===== src/rtl/itoa_pkg.sv =====
// Shared types, constants and helpers for the integer to ASCII formatter.
// No dependencies; used by the interfaces and the core.
package itoa_pkg;

    localparam int OpW        = 3;
    localparam int SizeW      = 2;
    localparam int ValueW     = 64;
    localparam int FieldW     = 6;
    localparam int CharW      = 8;
    localparam int Digits     = 20;             // decimal digits of a 64-bit value
    localparam int BcdW       = Digits * 4;
    localparam int DigCntW    = $clog2(Digits + 1);
    localparam int BitCntW    = $clog2(ValueW + 1);
    localparam int DefMaxWidth = 32;

    typedef enum logic [OpW-1:0] {
        OP_SDEC  = 3'd0,
        OP_UDEC  = 3'd1,
        OP_LHEX  = 3'd2,
        OP_UHEX  = 3'd3,
        OP_PTR   = 3'd4,
        OP_CHAR  = 3'd5
    } op_t;

    typedef enum logic [SizeW-1:0] {
        SZ_8  = 2'd0,
        SZ_16 = 2'd1,
        SZ_32 = 2'd2,
        SZ_64 = 2'd3
    } size_t;

    localparam logic [CharW-1:0] ChZero  = 8'h30;
    localparam logic [CharW-1:0] ChSpace = 8'h20;
    localparam logic [CharW-1:0] ChMinus = 8'h2D;
    localparam logic [CharW-1:0] ChLowA  = 8'h61;
    localparam logic [CharW-1:0] ChUpA   = 8'h41;

    // One digit (0..15) to its ASCII symbol.
    function automatic logic [CharW-1:0] digit_char(input logic [3:0] d, input logic upper);
        logic [CharW-1:0] base;
        begin
            base = upper ? ChUpA : ChLowA;
            if (d < 4'd10)
                digit_char = ChZero + {4'b0, d};
            else
                digit_char = base + {4'b0, d} - 8'd10;
        end
    endfunction

    // Add-3 correction of one BCD digit before a shift.
    function automatic logic [3:0] dabble(input logic [3:0] d);
        begin
            dabble = (d >= 4'd5) ? d + 4'd3 : d;
        end
    endfunction

endpackage


===== src/rtl/itoa_if.sv =====
// Valid/ready channels of the formatter: argument items in, text items out.
// Depends on itoa_pkg for field widths.
interface itoa_arg_if;
    logic                          valid;
    logic                          ready;
    logic [itoa_pkg::OpW-1:0]      op;
    logic [itoa_pkg::SizeW-1:0]    operand_size;
    logic [itoa_pkg::ValueW-1:0]   value;
    logic [itoa_pkg::FieldW-1:0]   field_width;
    logic                          zero_pad;

    modport source (output valid, op, operand_size, value, field_width, zero_pad,
                    input ready);
    modport sink   (input valid, op, operand_size, value, field_width, zero_pad,
                    output ready);
endinterface

interface itoa_text_if;
    logic                          valid;
    logic                          ready;
    logic [itoa_pkg::CharW-1:0]    out_char;
    logic                          last;

    modport source (output valid, out_char, last, input ready);
    modport sink   (input valid, out_char, last, output ready);
endinterface


===== src/rtl/integer_to_ascii_formatter_core.sv =====
// Integer to ASCII formatter core: bit-serial BCD conversion and character output.
// Depends on itoa_pkg and the channel interfaces in itoa_if.sv.
//
// Usage:
//   arg  (sink)   : one item = op, operand_size, value, field_width, zero_pad.
//   text (source) : one item per character, most significant first; last marks
//                   the final character of an argument. Unused op codes give none.
// Timing, one argument at a time (arg.ready is high only when the core is idle):
//   Decimal: operand bits are shifted through a 20-digit BCD register with
//   add-3 correction, one bit per cycle: 8, 16, 32 or 64 bits by operand size.
//   All numeric kinds then drop leading zero digits one per cycle (20 minus the
//   digit count, at most 19) and then start output, which runs one character per
//   cycle while text.ready is high: sign, padding (none for signed decimal), digits.
//   arg.ready rises at the edge where the last character enters the output register.
// The output register lets the core continue while a character waits; when
//   text.ready is low and a character waits, ST_EMIT holds until it is taken.
// Reset (rst_n low, asynchronous) returns to idle and empties the output register.
module integer_to_ascii_formatter_core #(
    parameter int MAX_WIDTH = itoa_pkg::DefMaxWidth
) (
    input  logic          clk,
    input  logic          rst_n,
    itoa_arg_if.sink      arg,
    itoa_text_if.source   text
);

    localparam int PadW = $clog2(MAX_WIDTH + 1);

    typedef enum logic [3:0] {
        ST_IDLE = 4'b0001,
        ST_CONV = 4'b0010,
        ST_NORM = 4'b0100,
        ST_EMIT = 4'b1000
    } state_t;

    state_t                               state_reg, state_next;
    logic [itoa_pkg::BcdW-1:0]            bcd_reg, bcd_next;
    logic [itoa_pkg::ValueW-1:0]          bin_reg, bin_next;
    logic [itoa_pkg::BitCntW-1:0]         cnt_reg, cnt_next;
    logic [itoa_pkg::DigCntW-1:0]         nd_reg, nd_next;
    logic [PadW-1:0]                      pad_reg, pad_next;
    logic [PadW-1:0]                      width_reg, width_next;
    logic                                 sign_reg, sign_next;
    logic                                 zpad_reg, zpad_next;
    logic                                 upper_reg, upper_next;
    logic                                 chr_reg, chr_next;
    logic                                 out_valid_reg, out_valid_next;
    logic [itoa_pkg::CharW-1:0]           out_char_reg, out_char_next;
    logic                                 out_last_reg, out_last_next;

    // Load-time operand shaping
    logic [itoa_pkg::ValueW-1:0]          sx;
    logic [itoa_pkg::ValueW-1:0]          masked;
    logic [itoa_pkg::ValueW-1:0]          mag;
    logic [itoa_pkg::ValueW-1:0]          src;
    logic [itoa_pkg::ValueW-1:0]          aligned;
    logic [itoa_pkg::BitCntW-1:0]         nbits;
    logic                                 neg;
    logic [PadW-1:0]                      width_sat;
    logic [itoa_pkg::BcdW-1:0]            bcd_adj;
    logic                                 slot_free;
    logic [PadW-1:0]                      nd_ext;

    always_comb
    begin
        unique case (itoa_pkg::size_t'(arg.operand_size))
            itoa_pkg::SZ_8:
            begin
                masked = {56'b0, arg.value[7:0]};
                sx     = {{56{arg.value[7]}}, arg.value[7:0]};
                nbits  = itoa_pkg::BitCntW'(8);
            end
            itoa_pkg::SZ_16:
            begin
                masked = {48'b0, arg.value[15:0]};
                sx     = {{48{arg.value[15]}}, arg.value[15:0]};
                nbits  = itoa_pkg::BitCntW'(16);
            end
            itoa_pkg::SZ_32:
            begin
                masked = {32'b0, arg.value[31:0]};
                sx     = {{32{arg.value[31]}}, arg.value[31:0]};
                nbits  = itoa_pkg::BitCntW'(32);
            end
            default:
            begin
                masked = arg.value;
                sx     = arg.value;
                nbits  = itoa_pkg::BitCntW'(64);
            end
        endcase
        neg = sx[63];
        mag = neg ? (~sx + 64'd1) : sx;
        src = (itoa_pkg::op_t'(arg.op) == itoa_pkg::OP_SDEC) ? mag : masked;
        // magnitude fits the operand size, so align it to the top of the shifter
        unique case (itoa_pkg::size_t'(arg.operand_size))
            itoa_pkg::SZ_8:  aligned = {src[7:0], 56'b0};
            itoa_pkg::SZ_16: aligned = {src[15:0], 48'b0};
            itoa_pkg::SZ_32: aligned = {src[31:0], 32'b0};
            default:         aligned = src;
        endcase
        width_sat = (32'(arg.field_width) > MAX_WIDTH) ? PadW'(MAX_WIDTH)
                                                       : PadW'(arg.field_width);
    end

    always_comb
    begin
        for (int i = 0; i < itoa_pkg::Digits; i++)
            bcd_adj[4*i +: 4] = itoa_pkg::dabble(bcd_reg[4*i +: 4]);
    end

    assign slot_free = !out_valid_reg || text.ready;
    assign nd_ext    = PadW'(nd_reg);
    assign arg.ready = (state_reg == ST_IDLE);

    always_comb
    begin
        state_next     = state_reg;
        bcd_next       = bcd_reg;
        bin_next       = bin_reg;
        cnt_next       = cnt_reg;
        nd_next        = nd_reg;
        pad_next       = pad_reg;
        width_next     = width_reg;
        sign_next      = sign_reg;
        zpad_next      = zpad_reg;
        upper_next     = upper_reg;
        chr_next       = chr_reg;
        out_valid_next = out_valid_reg && !text.ready;
        out_char_next  = out_char_reg;
        out_last_next  = out_last_reg;

        unique case (state_reg)
            ST_IDLE:
            begin
                if (arg.valid)
                begin
                    nd_next    = itoa_pkg::DigCntW'(itoa_pkg::Digits);
                    pad_next   = '0;
                    width_next = width_sat;
                    zpad_next  = arg.zero_pad;
                    sign_next  = 1'b0;
                    chr_next   = 1'b0;
                    upper_next = 1'b0;
                    unique case (arg.op)
                        itoa_pkg::OP_SDEC, itoa_pkg::OP_UDEC:
                        begin
                            sign_next  = (itoa_pkg::op_t'(arg.op) == itoa_pkg::OP_SDEC)
                                         && neg;
                            width_next = (itoa_pkg::op_t'(arg.op) == itoa_pkg::OP_SDEC)
                                         ? '0 : width_sat;
                            bcd_next   = '0;
                            bin_next   = aligned;
                            cnt_next   = nbits;
                            state_next = ST_CONV;
                        end
                        itoa_pkg::OP_LHEX, itoa_pkg::OP_UHEX:
                        begin
                            upper_next = (itoa_pkg::op_t'(arg.op) == itoa_pkg::OP_UHEX);
                            bcd_next   = {16'b0, masked};
                            state_next = ST_NORM;
                        end
                        itoa_pkg::OP_PTR:
                        begin
                            // eight upper-case digits: same as zero-padded hex, width 8
                            upper_next = 1'b1;
                            zpad_next  = 1'b1;
                            width_next = PadW'(8);
                            bcd_next   = {48'b0, arg.value[31:0]};
                            state_next = ST_NORM;
                        end
                        itoa_pkg::OP_CHAR:
                        begin
                            chr_next   = 1'b1;
                            bcd_next   = {arg.value[7:0], 72'b0};
                            state_next = ST_EMIT;
                        end
                        default:
                        begin
                            state_next = ST_IDLE;
                        end
                    endcase
                end
            end
            ST_CONV:
            begin
                bcd_next = {bcd_adj[itoa_pkg::BcdW-2:0], bin_reg[itoa_pkg::ValueW-1]};
                bin_next = {bin_reg[itoa_pkg::ValueW-2:0], 1'b0};
                cnt_next = cnt_reg - 1'b1;
                if (cnt_reg == itoa_pkg::BitCntW'(1))
                    state_next = ST_NORM;
            end
            ST_NORM:
            begin
                if (nd_reg > itoa_pkg::DigCntW'(1)
                    && bcd_reg[itoa_pkg::BcdW-1 -: 4] == 4'd0)
                begin
                    bcd_next = {bcd_reg[itoa_pkg::BcdW-5:0], 4'b0};
                    nd_next  = nd_reg - 1'b1;
                end
                else
                begin
                    pad_next   = (width_reg > nd_ext) ? width_reg - nd_ext : '0;
                    state_next = ST_EMIT;
                end
            end
            ST_EMIT:
            begin
                if (slot_free)
                begin
                    out_valid_next = 1'b1;
                    priority if (chr_reg)
                    begin
                        out_char_next = bcd_reg[itoa_pkg::BcdW-1 -: 8];
                        out_last_next = 1'b1;
                        chr_next      = 1'b0;
                        state_next    = ST_IDLE;
                    end
                    else if (sign_reg)
                    begin
                        out_char_next = itoa_pkg::ChMinus;
                        out_last_next = 1'b0;
                        sign_next     = 1'b0;
                    end
                    else if (pad_reg != '0)
                    begin
                        out_char_next = zpad_reg ? itoa_pkg::ChZero : itoa_pkg::ChSpace;
                        out_last_next = 1'b0;
                        pad_next      = pad_reg - 1'b1;
                    end
                    else
                    begin
                        out_char_next = itoa_pkg::digit_char(
                                            bcd_reg[itoa_pkg::BcdW-1 -: 4], upper_reg);
                        out_last_next = (nd_reg == itoa_pkg::DigCntW'(1));
                        bcd_next      = {bcd_reg[itoa_pkg::BcdW-5:0], 4'b0};
                        nd_next       = nd_reg - 1'b1;
                        if (nd_reg == itoa_pkg::DigCntW'(1))
                            state_next = ST_IDLE;
                    end
                end
            end
            default:
            begin
                state_next = ST_IDLE;
            end
        endcase
    end

    always_ff @(posedge clk or negedge rst_n)
    begin
        if (!rst_n)
        begin
            state_reg     <= ST_IDLE;
            out_valid_reg <= 1'b0;
            sign_reg      <= 1'b0;
            chr_reg       <= 1'b0;
            nd_reg        <= '0;
            pad_reg       <= '0;
            cnt_reg       <= '0;
        end
        else
        begin
            state_reg     <= state_next;
            out_valid_reg <= out_valid_next;
            sign_reg      <= sign_next;
            chr_reg       <= chr_next;
            nd_reg        <= nd_next;
            pad_reg       <= pad_next;
            cnt_reg       <= cnt_next;
        end
    end

    always_ff @(posedge clk)
    begin
        bcd_reg      <= bcd_next;
        bin_reg      <= bin_next;
        width_reg    <= width_next;
        zpad_reg     <= zpad_next;
        upper_reg    <= upper_next;
        out_char_reg <= out_char_next;
        out_last_reg <= out_last_next;
    end

    assign text.valid    = out_valid_reg;
    assign text.out_char = out_char_reg;
    assign text.last     = out_last_reg;

    // A char argument goes straight to the output sequencer.
    a_char_to_emit: assert property (@(posedge clk) disable iff (!rst_n)
        arg.valid && arg.ready && arg.op == itoa_pkg::OP_CHAR |=> state_reg == ST_EMIT)
        else $error("char item did not go to emit");

    // Digit count never runs out while normalizing.
    a_norm_digits: assert property (@(posedge clk) disable iff (!rst_n)
        state_reg == ST_NORM |-> nd_reg != '0)
        else $error("normalize with no digits");

    // Once sign and padding are done, at least one digit remains to emit.
    a_emit_digits: assert property (@(posedge clk) disable iff (!rst_n)
        state_reg == ST_EMIT && !chr_reg && !sign_reg && pad_reg == '0 |-> nd_reg != '0)
        else $error("emit with no digits left");

    // Conversion shift count is nonzero while converting.
    a_conv_count: assert property (@(posedge clk) disable iff (!rst_n)
        state_reg == ST_CONV |-> cnt_reg != '0)
        else $error("conversion with zero bit count");

endmodule


===== src/flat_wrapper.sv =====
// flat-port wrapper written by rule: the top's interface ports become plain ports
module integer_to_ascii_formatter_core_flat 
#(
    parameter int MAX_WIDTH = itoa_pkg::DefMaxWidth
)
  (clk, rst_n, arg_valid, arg_op, arg_operand_size, arg_value, arg_field_width, arg_zero_pad, arg_ready, text_valid, text_out_char, text_last, text_ready);
  itoa_arg_if arg_i ();
  itoa_text_if text_i ();
  input  logic clk;
  input  logic rst_n;
  input wire logic [$bits(arg_i.valid)-1:0] arg_valid;
  input wire logic [$bits(arg_i.op)-1:0] arg_op;
  input wire logic [$bits(arg_i.operand_size)-1:0] arg_operand_size;
  input wire logic [$bits(arg_i.value)-1:0] arg_value;
  input wire logic [$bits(arg_i.field_width)-1:0] arg_field_width;
  input wire logic [$bits(arg_i.zero_pad)-1:0] arg_zero_pad;
  output wire logic [$bits(arg_i.ready)-1:0] arg_ready;
  output wire logic [$bits(text_i.valid)-1:0] text_valid;
  output wire logic [$bits(text_i.out_char)-1:0] text_out_char;
  output wire logic [$bits(text_i.last)-1:0] text_last;
  input wire logic [$bits(text_i.ready)-1:0] text_ready;
  assign arg_i.valid = arg_valid;
  assign arg_i.op = arg_op;
  assign arg_i.operand_size = arg_operand_size;
  assign arg_i.value = arg_value;
  assign arg_i.field_width = arg_field_width;
  assign arg_i.zero_pad = arg_zero_pad;
  assign arg_ready = arg_i.ready;
  assign text_valid = text_i.valid;
  assign text_out_char = text_i.out_char;
  assign text_last = text_i.last;
  assign text_i.ready = text_ready;
  integer_to_ascii_formatter_core #(.MAX_WIDTH(MAX_WIDTH)) u_core (.clk(clk), .rst_n(rst_n), .arg(arg_i), .text(text_i));
endmodule

===== config.mk =====
export PLATFORM = sky130hd
export DESIGN_NAME = integer_to_ascii_formatter_core_flat
export DESIGN_NICKNAME = d
export VERILOG_FILES = /design/src/rtl/itoa_pkg.sv /design/src/rtl/itoa_if.sv /design/src/rtl/integer_to_ascii_formatter_core.sv /design/src/flat_wrapper.sv
export SDC_FILE = /design/constraint.sdc
export NUM_CORES = 1
export LEC_CHECK = 0
export BUFFER_PORTS_ARGS = -buffer_cell sky130_fd_sc_hd__buf_2
export CORE_MARGIN = 10
export CORE_UTILIZATION = 35
export DETAILED_ROUTE_END_ITERATION = 16
export GPL_ROUTABILITY_DRIVEN = 1
export GPL_TIMING_DRIVEN = 0
export PLACE_DENSITY = 0.56
export SYNTH_ARGS = -nofsm -noshare
export SYNTH_HDL_FRONTEND = slang
export SYNTH_SLANG_ARGS = --single-unit

===== constraint.sdc =====
create_clock -name clk -period 14.6 [get_ports clk]
set_input_delay 3.65 -clock clk [delete_from_list [all_inputs] [get_ports clk]]
set_output_delay 3.65 -clock clk [all_outputs]
set_load 0.01 [all_outputs]

# --- After elaboration in Yosys (flattened, before gate mapping) ---
# Index checks and enable logic that the tools add are counted.
word_totals:
  out_inout_bits: 11
  reg_bits: 186
  input_bits: 80
classes:
  n_eq_ne: 27
  n_lt_le_gt_ge: 24
  n_reduce_logical: 26
  add_sub_neg: 28
  muxes: 88
  bitwise: 1
op_table:
  columns: ["cell", "count"]
  rows:
  - ["one-hot mux 80 bit (4 select lines)", 2]
  - ["one-hot mux 64 bit (3 select lines)", 3]
  - ["two-way mux 80 bit", 6]
  - ["two-way mux 64 bit", 4]
  - ["one-hot mux 64 bit (2 select lines)", 1]
  - ["two-way mux 4 bit", 27]
  - ["greater-or-equal comparator 4 x 3 -> 1 bit (second input constant)", 20]
  - ["adder 4 x 2 -> 4 bit (second input constant)", 19]
  - ["adder 64 x 1 -> 64 bit (second input constant)", 1]
  - ["NOT 64 bit", 1]
  - ["two-way mux 6 bit", 10]
  - ["two-way mux 5 bit", 7]
  - ["two-way mux 8 bit", 4]
  - ["one-hot mux 7 bit (3 select lines)", 1]
  - ["AND reduction 7 bit", 3]
  - ["one-hot mux 6 bit (3 select lines)", 1]
  - ["one-hot mux 4 bit (4 select lines)", 1]
  - ["one-hot mux 5 bit (3 select lines)", 1]
  - ["two-way mux 7 bit", 2]
  - ["one-hot mux 7 bit (2 select lines)", 1]
  - ["one-hot mux 4 bit (3 select lines)", 1]
  - ["one-hot mux 6 bit (2 select lines)", 1]
  - ["two-way mux 1 bit", 11]
  - ["inequality test 2 x 1 -> 1 bit (second input constant)", 5]
  - ["other kinds (46)", 61]

# --- Logic depth before layout (Yosys ltp) ---
depth:
  depth_word: 10
  mapped_depth: 11
  ltp_nobuf: 11

# --- Least setup slack after synthesis ---
# OpenSTA, ideal clock, no wires.
synth_timing:
  path_kind: "input to register"
  start: "input port text_ready"
  end: "register u_core.bcd_reg[0] (netlist name) (enable)"
  slack_ps: -2830
  t_arrival_ps: 16484
  cell_stages: 4
  required_time_ps: 13654
  setup_ps: 946
  path_buffers: 0
  cell_sequence: "nor2b_1 nor3_1 a21oi_1 a2111oi_0"
synth_between:
  elab_chain_cells: 3
synth_lines:
  columns: ["item", "line", "source"]
  rows:
  - ["start, declared", "flat_wrapper.sv:21", "input wire logic [$bits(text_i.ready)-1:0] text_ready;"]
  - ["logical OR 1 bit", "integer_to_ascii_formatter_core.sv:112", "assign slot_free = !out_valid_reg || text.ready;"]
  - ["inequality test 2 x 1 -> 1 bit (no line)", null, null]
  - ["AND reduction 8 bit (no line)", null, null]
  - ["end signal, assigned", "integer_to_ascii_formatter_core.sv:276", "bcd_reg <= bcd_next;"]
  - ["end, declared", "integer_to_ascii_formatter_core.sv:37", "logic [itoa_pkg::BcdW-1:0] bcd_reg, bcd_next;"]
# Every way passes these cells.
# A chain may end at the register's enable or synchronous reset.

# --- Worst setup path in the final report ---
layout_timing:
  start: "input port arg_value[0]"
  end: "register u_core.bin_reg[58] (netlist name) (data pin)"
layout_between:
  elab_chain_cells: 9
layout_lines:
  columns: ["item", "line", "source"]
  rows:
  - ["start, declared", "flat_wrapper.sv:14", "input wire logic [$bits(arg_i.value)-1:0] arg_value;"]
  - ["one-hot mux 64 bit (3 select lines)", "integer_to_ascii_formatter_core.sv:66", "unique case (itoa_pkg::size_t'(arg.operand_size))"]
  - ["NOT 64 bit", "integer_to_ascii_formatter_core.sv:93", "mag = neg ? (~sx + 64'd1) : sx;"]
  - ["adder 64 x 1 -> 64 bit", "integer_to_ascii_formatter_core.sv:93", null]
  - ["two-way mux 64 bit", "integer_to_ascii_formatter_core.sv:93", null]
  - ["two-way mux 64 bit", "integer_to_ascii_formatter_core.sv:94", "src = (itoa_pkg::op_t'(arg.op) == itoa_pkg::OP_SDEC) ? mag : masked;"]
  - ["one-hot mux 64 bit (3 select lines)", "integer_to_ascii_formatter_core.sv:96", "unique case (itoa_pkg::size_t'(arg.operand_size))"]
  - ["two-way mux 64 bit", "integer_to_ascii_formatter_core.sv:145", "unique case (arg.op)"]
  - ["two-way mux 64 bit", "integer_to_ascii_formatter_core.sv:136", "if (arg.valid)"]
  - ["one-hot mux 64 bit (2 select lines)", "integer_to_ascii_formatter_core.sv:133", "unique case (state_reg)"]
  - ["via u_core.bin_next, one bit", "integer_to_ascii_formatter_core.sv:38", "logic [itoa_pkg::ValueW-1:0] bin_reg, bin_next;"]
  - ["end signal, assigned", "integer_to_ascii_formatter_core.sv:277", "bin_reg <= bin_next;"]
  - ["end, declared", "integer_to_ascii_formatter_core.sv:38", null]
# The timed path passes the listed nets, and every way through them passes these cells. The select of a mux whose other input is x is not followed.

==> results <==
- The flow ran to the end, and the final reports show no timing, DRC or antenna violations.
- The share of the synthesized netlist area taken by xor and xnor gates is 0.0428.
- The layout filler cell count is 3879.
- The DRC marker count from the first detailed-route iteration is 1384.
- The share of post-route cells with drive strength above 1 is 0.112.
- Input and output buffers added on the ports amount to 83.
- The number of placement rows is 71.
- The net switching fraction of the power is 0.439.
- In this run, post-CTS hold repair placed 0 buffers.
- The total wire length is 54000 um.
- The final standard cell count with taps included and fillers excluded is 2149.
- The met3 wire length is 4760 um.
- In the detailed route, the total length drawn on met2 is 24100 um.
- The biggest cell delay along the critical path is between 0.4 and 0.5 ns.
- In the final routing, the length of wire on met1 measures 22500 um.
- The highest metal layer carrying signal wires in the routed design is met4.
- Setup violations remaining at the end of the flow were counted as 0.
- The most common cell in the synthesized netlist is edfxtp_1.
- The worst register-to-register path begins at u_core.pad_reg[0].
- The layout overhead on the synthesized area is 12.9%.
- The clock transition at the register clock pins on the worst setup and hold paths after CTS is 0.07 ns.
- The total via count after detailed routing is ~13000.
- Measured along the y axis, the die boundary spans 216 um.
- The critical path starts at arg_value[0].
- The combinational family with the most area after synthesis is compound AO/OA/AOI/OAI gates.
- Counting every sink on the clock net gives 186.
- The net count after synthesis is 1641.
- The flip-flop count of the largest register, all copies and words added is 80.
- The data required time at the worst endpoint is 14.79 ns.
- A synthesized cell averages 8.95 um2.
- In the synthesized netlist the dominant register cell turns out to be edfxtp_1.
- The total power after layout is 2950 uW.
- Measured against its own limit, the worst slew margin works out to 0.279.
- The part of the total power dissipated in combinational logic is 0.470.
- During synthesis, Yosys emitted a total of 0 warnings.
- The analysis attributes to net switching a power of 1290 uW.
- The final max-slew violation count is 0.
- The clock passes through at most 2 buffers.
- The post-route core utilization is 0.403.
- In the post-synthesis netlist, the biggest area contributors are edfxtp_1, o21ai_0, a21oi_1, ha_1, dfrtp_1.
- The setup TNS after final layout is 0 ns.
- The final routed wire length divided by cell count is 25.1 um.
- Counting flops with a built-in enable in the synthesized netlist gives 161.
- After floorplanning, the core was sized to cover 37800 um2.
- Traced cell by cell, the critical path runs through buf_2 -> inv_1 -> ha_1 -> nor4b_1 -> and3_1 -> nand3_1 -> nor4_1 -> mux2_2 -> a21oi_1 -> o31ai_1.
- The pre-antenna-repair detailed-routing pass consisted of 6 iterations.
- For this run, the register share of the synthesized area comes to 0.405.
- After the last flow step, the layout net total stands at 1756.
- Internal power comes to about 1700 uW.
- The sink of the worst hold path is u_core.cnt_reg[2].
- The maximum fanout along the worst path is 8.
- The portion of the clock cycle consumed by the worst path in the final layout is 0.452.
- After synthesis, the share of cell area in mux cells is 0.0147.
- In the global route stage, overall resource usage came out at 0.227.
- In this run the critical register-to-register path is captured at u_core.bcd_reg[25].
- The fraction of post-synthesis cell area in the top cell type by area is 0.358.
- The worst voltage drop across the vdd grid is 118 uV.
- The full die area is 46800 um2.
- The routability congestion estimate is 0.990.
- The detailed-placement wirelength estimate is 41300 um.
- The via count of the first global-routing pass is 12835.
- slightly above 90 I/O pins were placed.
- Of the total power, registers draw 0.369.
- The clock root buffer master is clkbuf_16.
- The number of remaining DRC errors is 0.
- Setup slack on the worst reg-to-reg path comes out at 10.81 ns.
- The category of the most critical setup path is input pin to register.
- The power per standard cell area is 193 nW/um2.
- The arrival time reported for the critical path endpoint is 6.79 ns.
- Of the total synthesized cell area, the portion taken by AND, OR, NAND and NOR gates is 0.178.
- The total overflow reported by the global router is 0.
- For the worst-skew pair, the clock arrives at the later sink with an insertion delay of 0.47 ns.
- The worst path needs 6.60 ns of the cycle, external delays included.
- The total of cells resized after clock tree synthesis is 0.
- The unique cell type count in the Yosys netlist is 95.
- The final-report hold violation count came to 0.
- The die is 216 um wide.
- The initial antenna violation count was 1.
- The worst register-to-register path has a depth of 11.
- Setup repair after global routing left no endpoint under its margin.
- Across the run, the number of max-cap violations was 0.
- Along the worst hold path, the cell count comes to 1.
- The origin of the worst min-delay path is u_core.cnt_reg[2].
- The maximum clock rate is around 150 MHz.
- Across the routed clock network, the largest skew measured is 0.00902 ns.
- The first global-routing pass estimated 80200 um of wire.
- The remaining number of nets flagged by the antenna check after routing is 0.
- The adder and majority cell fraction of the synthesized area is 0.0497.
- The number of buffers and inverters on the critical path is 2.
- The kind of end point of the critical path is a register.
- The post-synthesis sequential element count is between 150 and 200.
- The critical path launch point type is an input pin.
- Summed over all cells, the static leakage comes to 0.00551 uW.
- By count the netlist is led by edfxtp_1, o21ai_0, nand2_1.
- The slew at the pin closest to its max-slew limit is 1.08 ns.
- The fraction of registers with async set or reset after synthesis is 0.134.
- The family with the most delay on the worst path is simple AND/OR/NAND/NOR gates.
- CTS built an H-tree with a depth of 4.
- The CTS tree is built.
- The area of the mapped netlist is 13500 um2.
- The clock network fraction of total power is 0.161.
- The compound-cell area share of the yosys netlist is 0.264.
- Entering global routing, the biggest net connects 68 pins.
- After detailed routing, the number of vias per cell comes to 6.07.
- The total setup buffers inserted after CTS is 0.
- The largest individual stage delay along the critical path comes from the cell nor4_1.
- The synthesized instance count is 1508.
- The path category of the worst min-delay check is register to register.
- The number of clock buffers added by TritonCTS is 17.
- The post-synthesis cell type with the largest combined area is edfxtp_1.
- The starting density of the core is 0.357.
- In this run, placement finished with an instance count of around 2100.
==> how the worst max path moves through the flow <==
| stage | endpoint | slack (ns) | cells after the start |
|---|---|---|---|
| after floorplan | u_core.bcd_reg[0] | 1.12 | 4 |
| after global placement | u_core.bcd_reg[16] | -3.77 | 5 |
| after detailed placement | u_core.bin_reg[58] | 7.61 | 10 |
| after CTS | u_core.bin_reg[58] | 8.08 | 10 |
| after global routing | u_core.bin_reg[58] | 7.90 | 10 |
| final | u_core.bin_reg[58] | 8.00 | 10 |
==> cell families after synthesis <==
kind of cell / after synthesis
adder cells (fa/ha/maj): 53
buffers and inverters: 152
multiplexers: 18
AO/OA/AOI/OAI: 549
AND/OR/NAND/NOR: 484
XOR/XNOR: 66
flip-flops: 186
==> stage by stage <==
step / setup WS [ns] / hold WS (ns) / instance area [um2]
after global routing: 7.90 / 0.543 / 15200
after floorplan: 1.12 / 0.471 / 13500
after detailed placement: 7.61 / 0.503 / 14600
after global placement: -3.77 / 0.493 / 14600
after CTS: 8.08 / 0.516 / 15200
final: 8.00 / 0.511 / 15200
==> per-layer routing <==
metal  vias up  track usage
met1      6323        0.288
li1       5918            -
met3       146       0.0585
met4         0        0.116
met2       663        0.350
met5         -            0
==> power groups by stage <==
stage | Sequential (uW) | Clock (uW) | Combinational, uW
2_1_floorplan | 1100 | 0 | 945
3_3_place_gp | 1140 | 0 | 1260
3_5_place_dp | 1090 | 0 | 1370
4_1_cts | 1080 | 484 | 1380
5_1_grt | 1120 | 504 | 1540
6_report | 1090 | 475 | 1380
==> layout make-up <==
| type | instances | area (um2) | area share |
|---|---|---|---|
| Inverter | 67 | 254 | 0.0167 |
| Buffer | 85 | 372 | 0.0244 |
| Sequential cell | 186 | 5460 | 0.359 |
| Timing Repair Buffer | 96 | 500 | 0.0329 |
| Multi-Input combinational cell | 1170 | 7430 | 0.487 |
| Tap cell | 511 | 639 | 0.0420 |
| Clock buffer | 17 | 425 | 0.0279 |
| Antenna cell | 2 | 5.00 | 0.000329 |
| Clock inverter | 15 | 150 | 0.00986 |
==> placed cells by master (no fill, tap or decap), types with 7 or more instances in the layout <==
master       n
mux2i_1     12
o21ai_0    148
buf_4       13
o31ai_1     14
clkbuf_1    66
nor3_1      34
or4_1        7
a221o_1     19
o22ai_1      7
o221ai_1    21
inv_1       65
a21oi_1    140
a21o_1      20
xnor2_1     53
o211ai_1     7
clkbuf_16   17
a22oi_1     39
nand2_1    146
nor2_1     137
nor3b_1     21
nand4_1      8
edfxtp_1   161
a31oi_1     22
xor2_1      13
nor4_1      15
nand3_1     18
or2_2        7
ha_1        52
a22o_1      13
buf_2       93
and3_1      13
dfrtp_1     24
o21ai_1     20
nand2b_1    26
and2_1      14
==> worst register-to-register path, delay by kind of cell (launching register included) <==
kind	cells	cell delay [ns]
simple gates	2	0.94
buf+inv	6	1.30
flops	1	0.41
fa+ha+maj	1	0.23
compound gates	2	0.60
No activity file was read; power rests on OpenSTA's default activity.
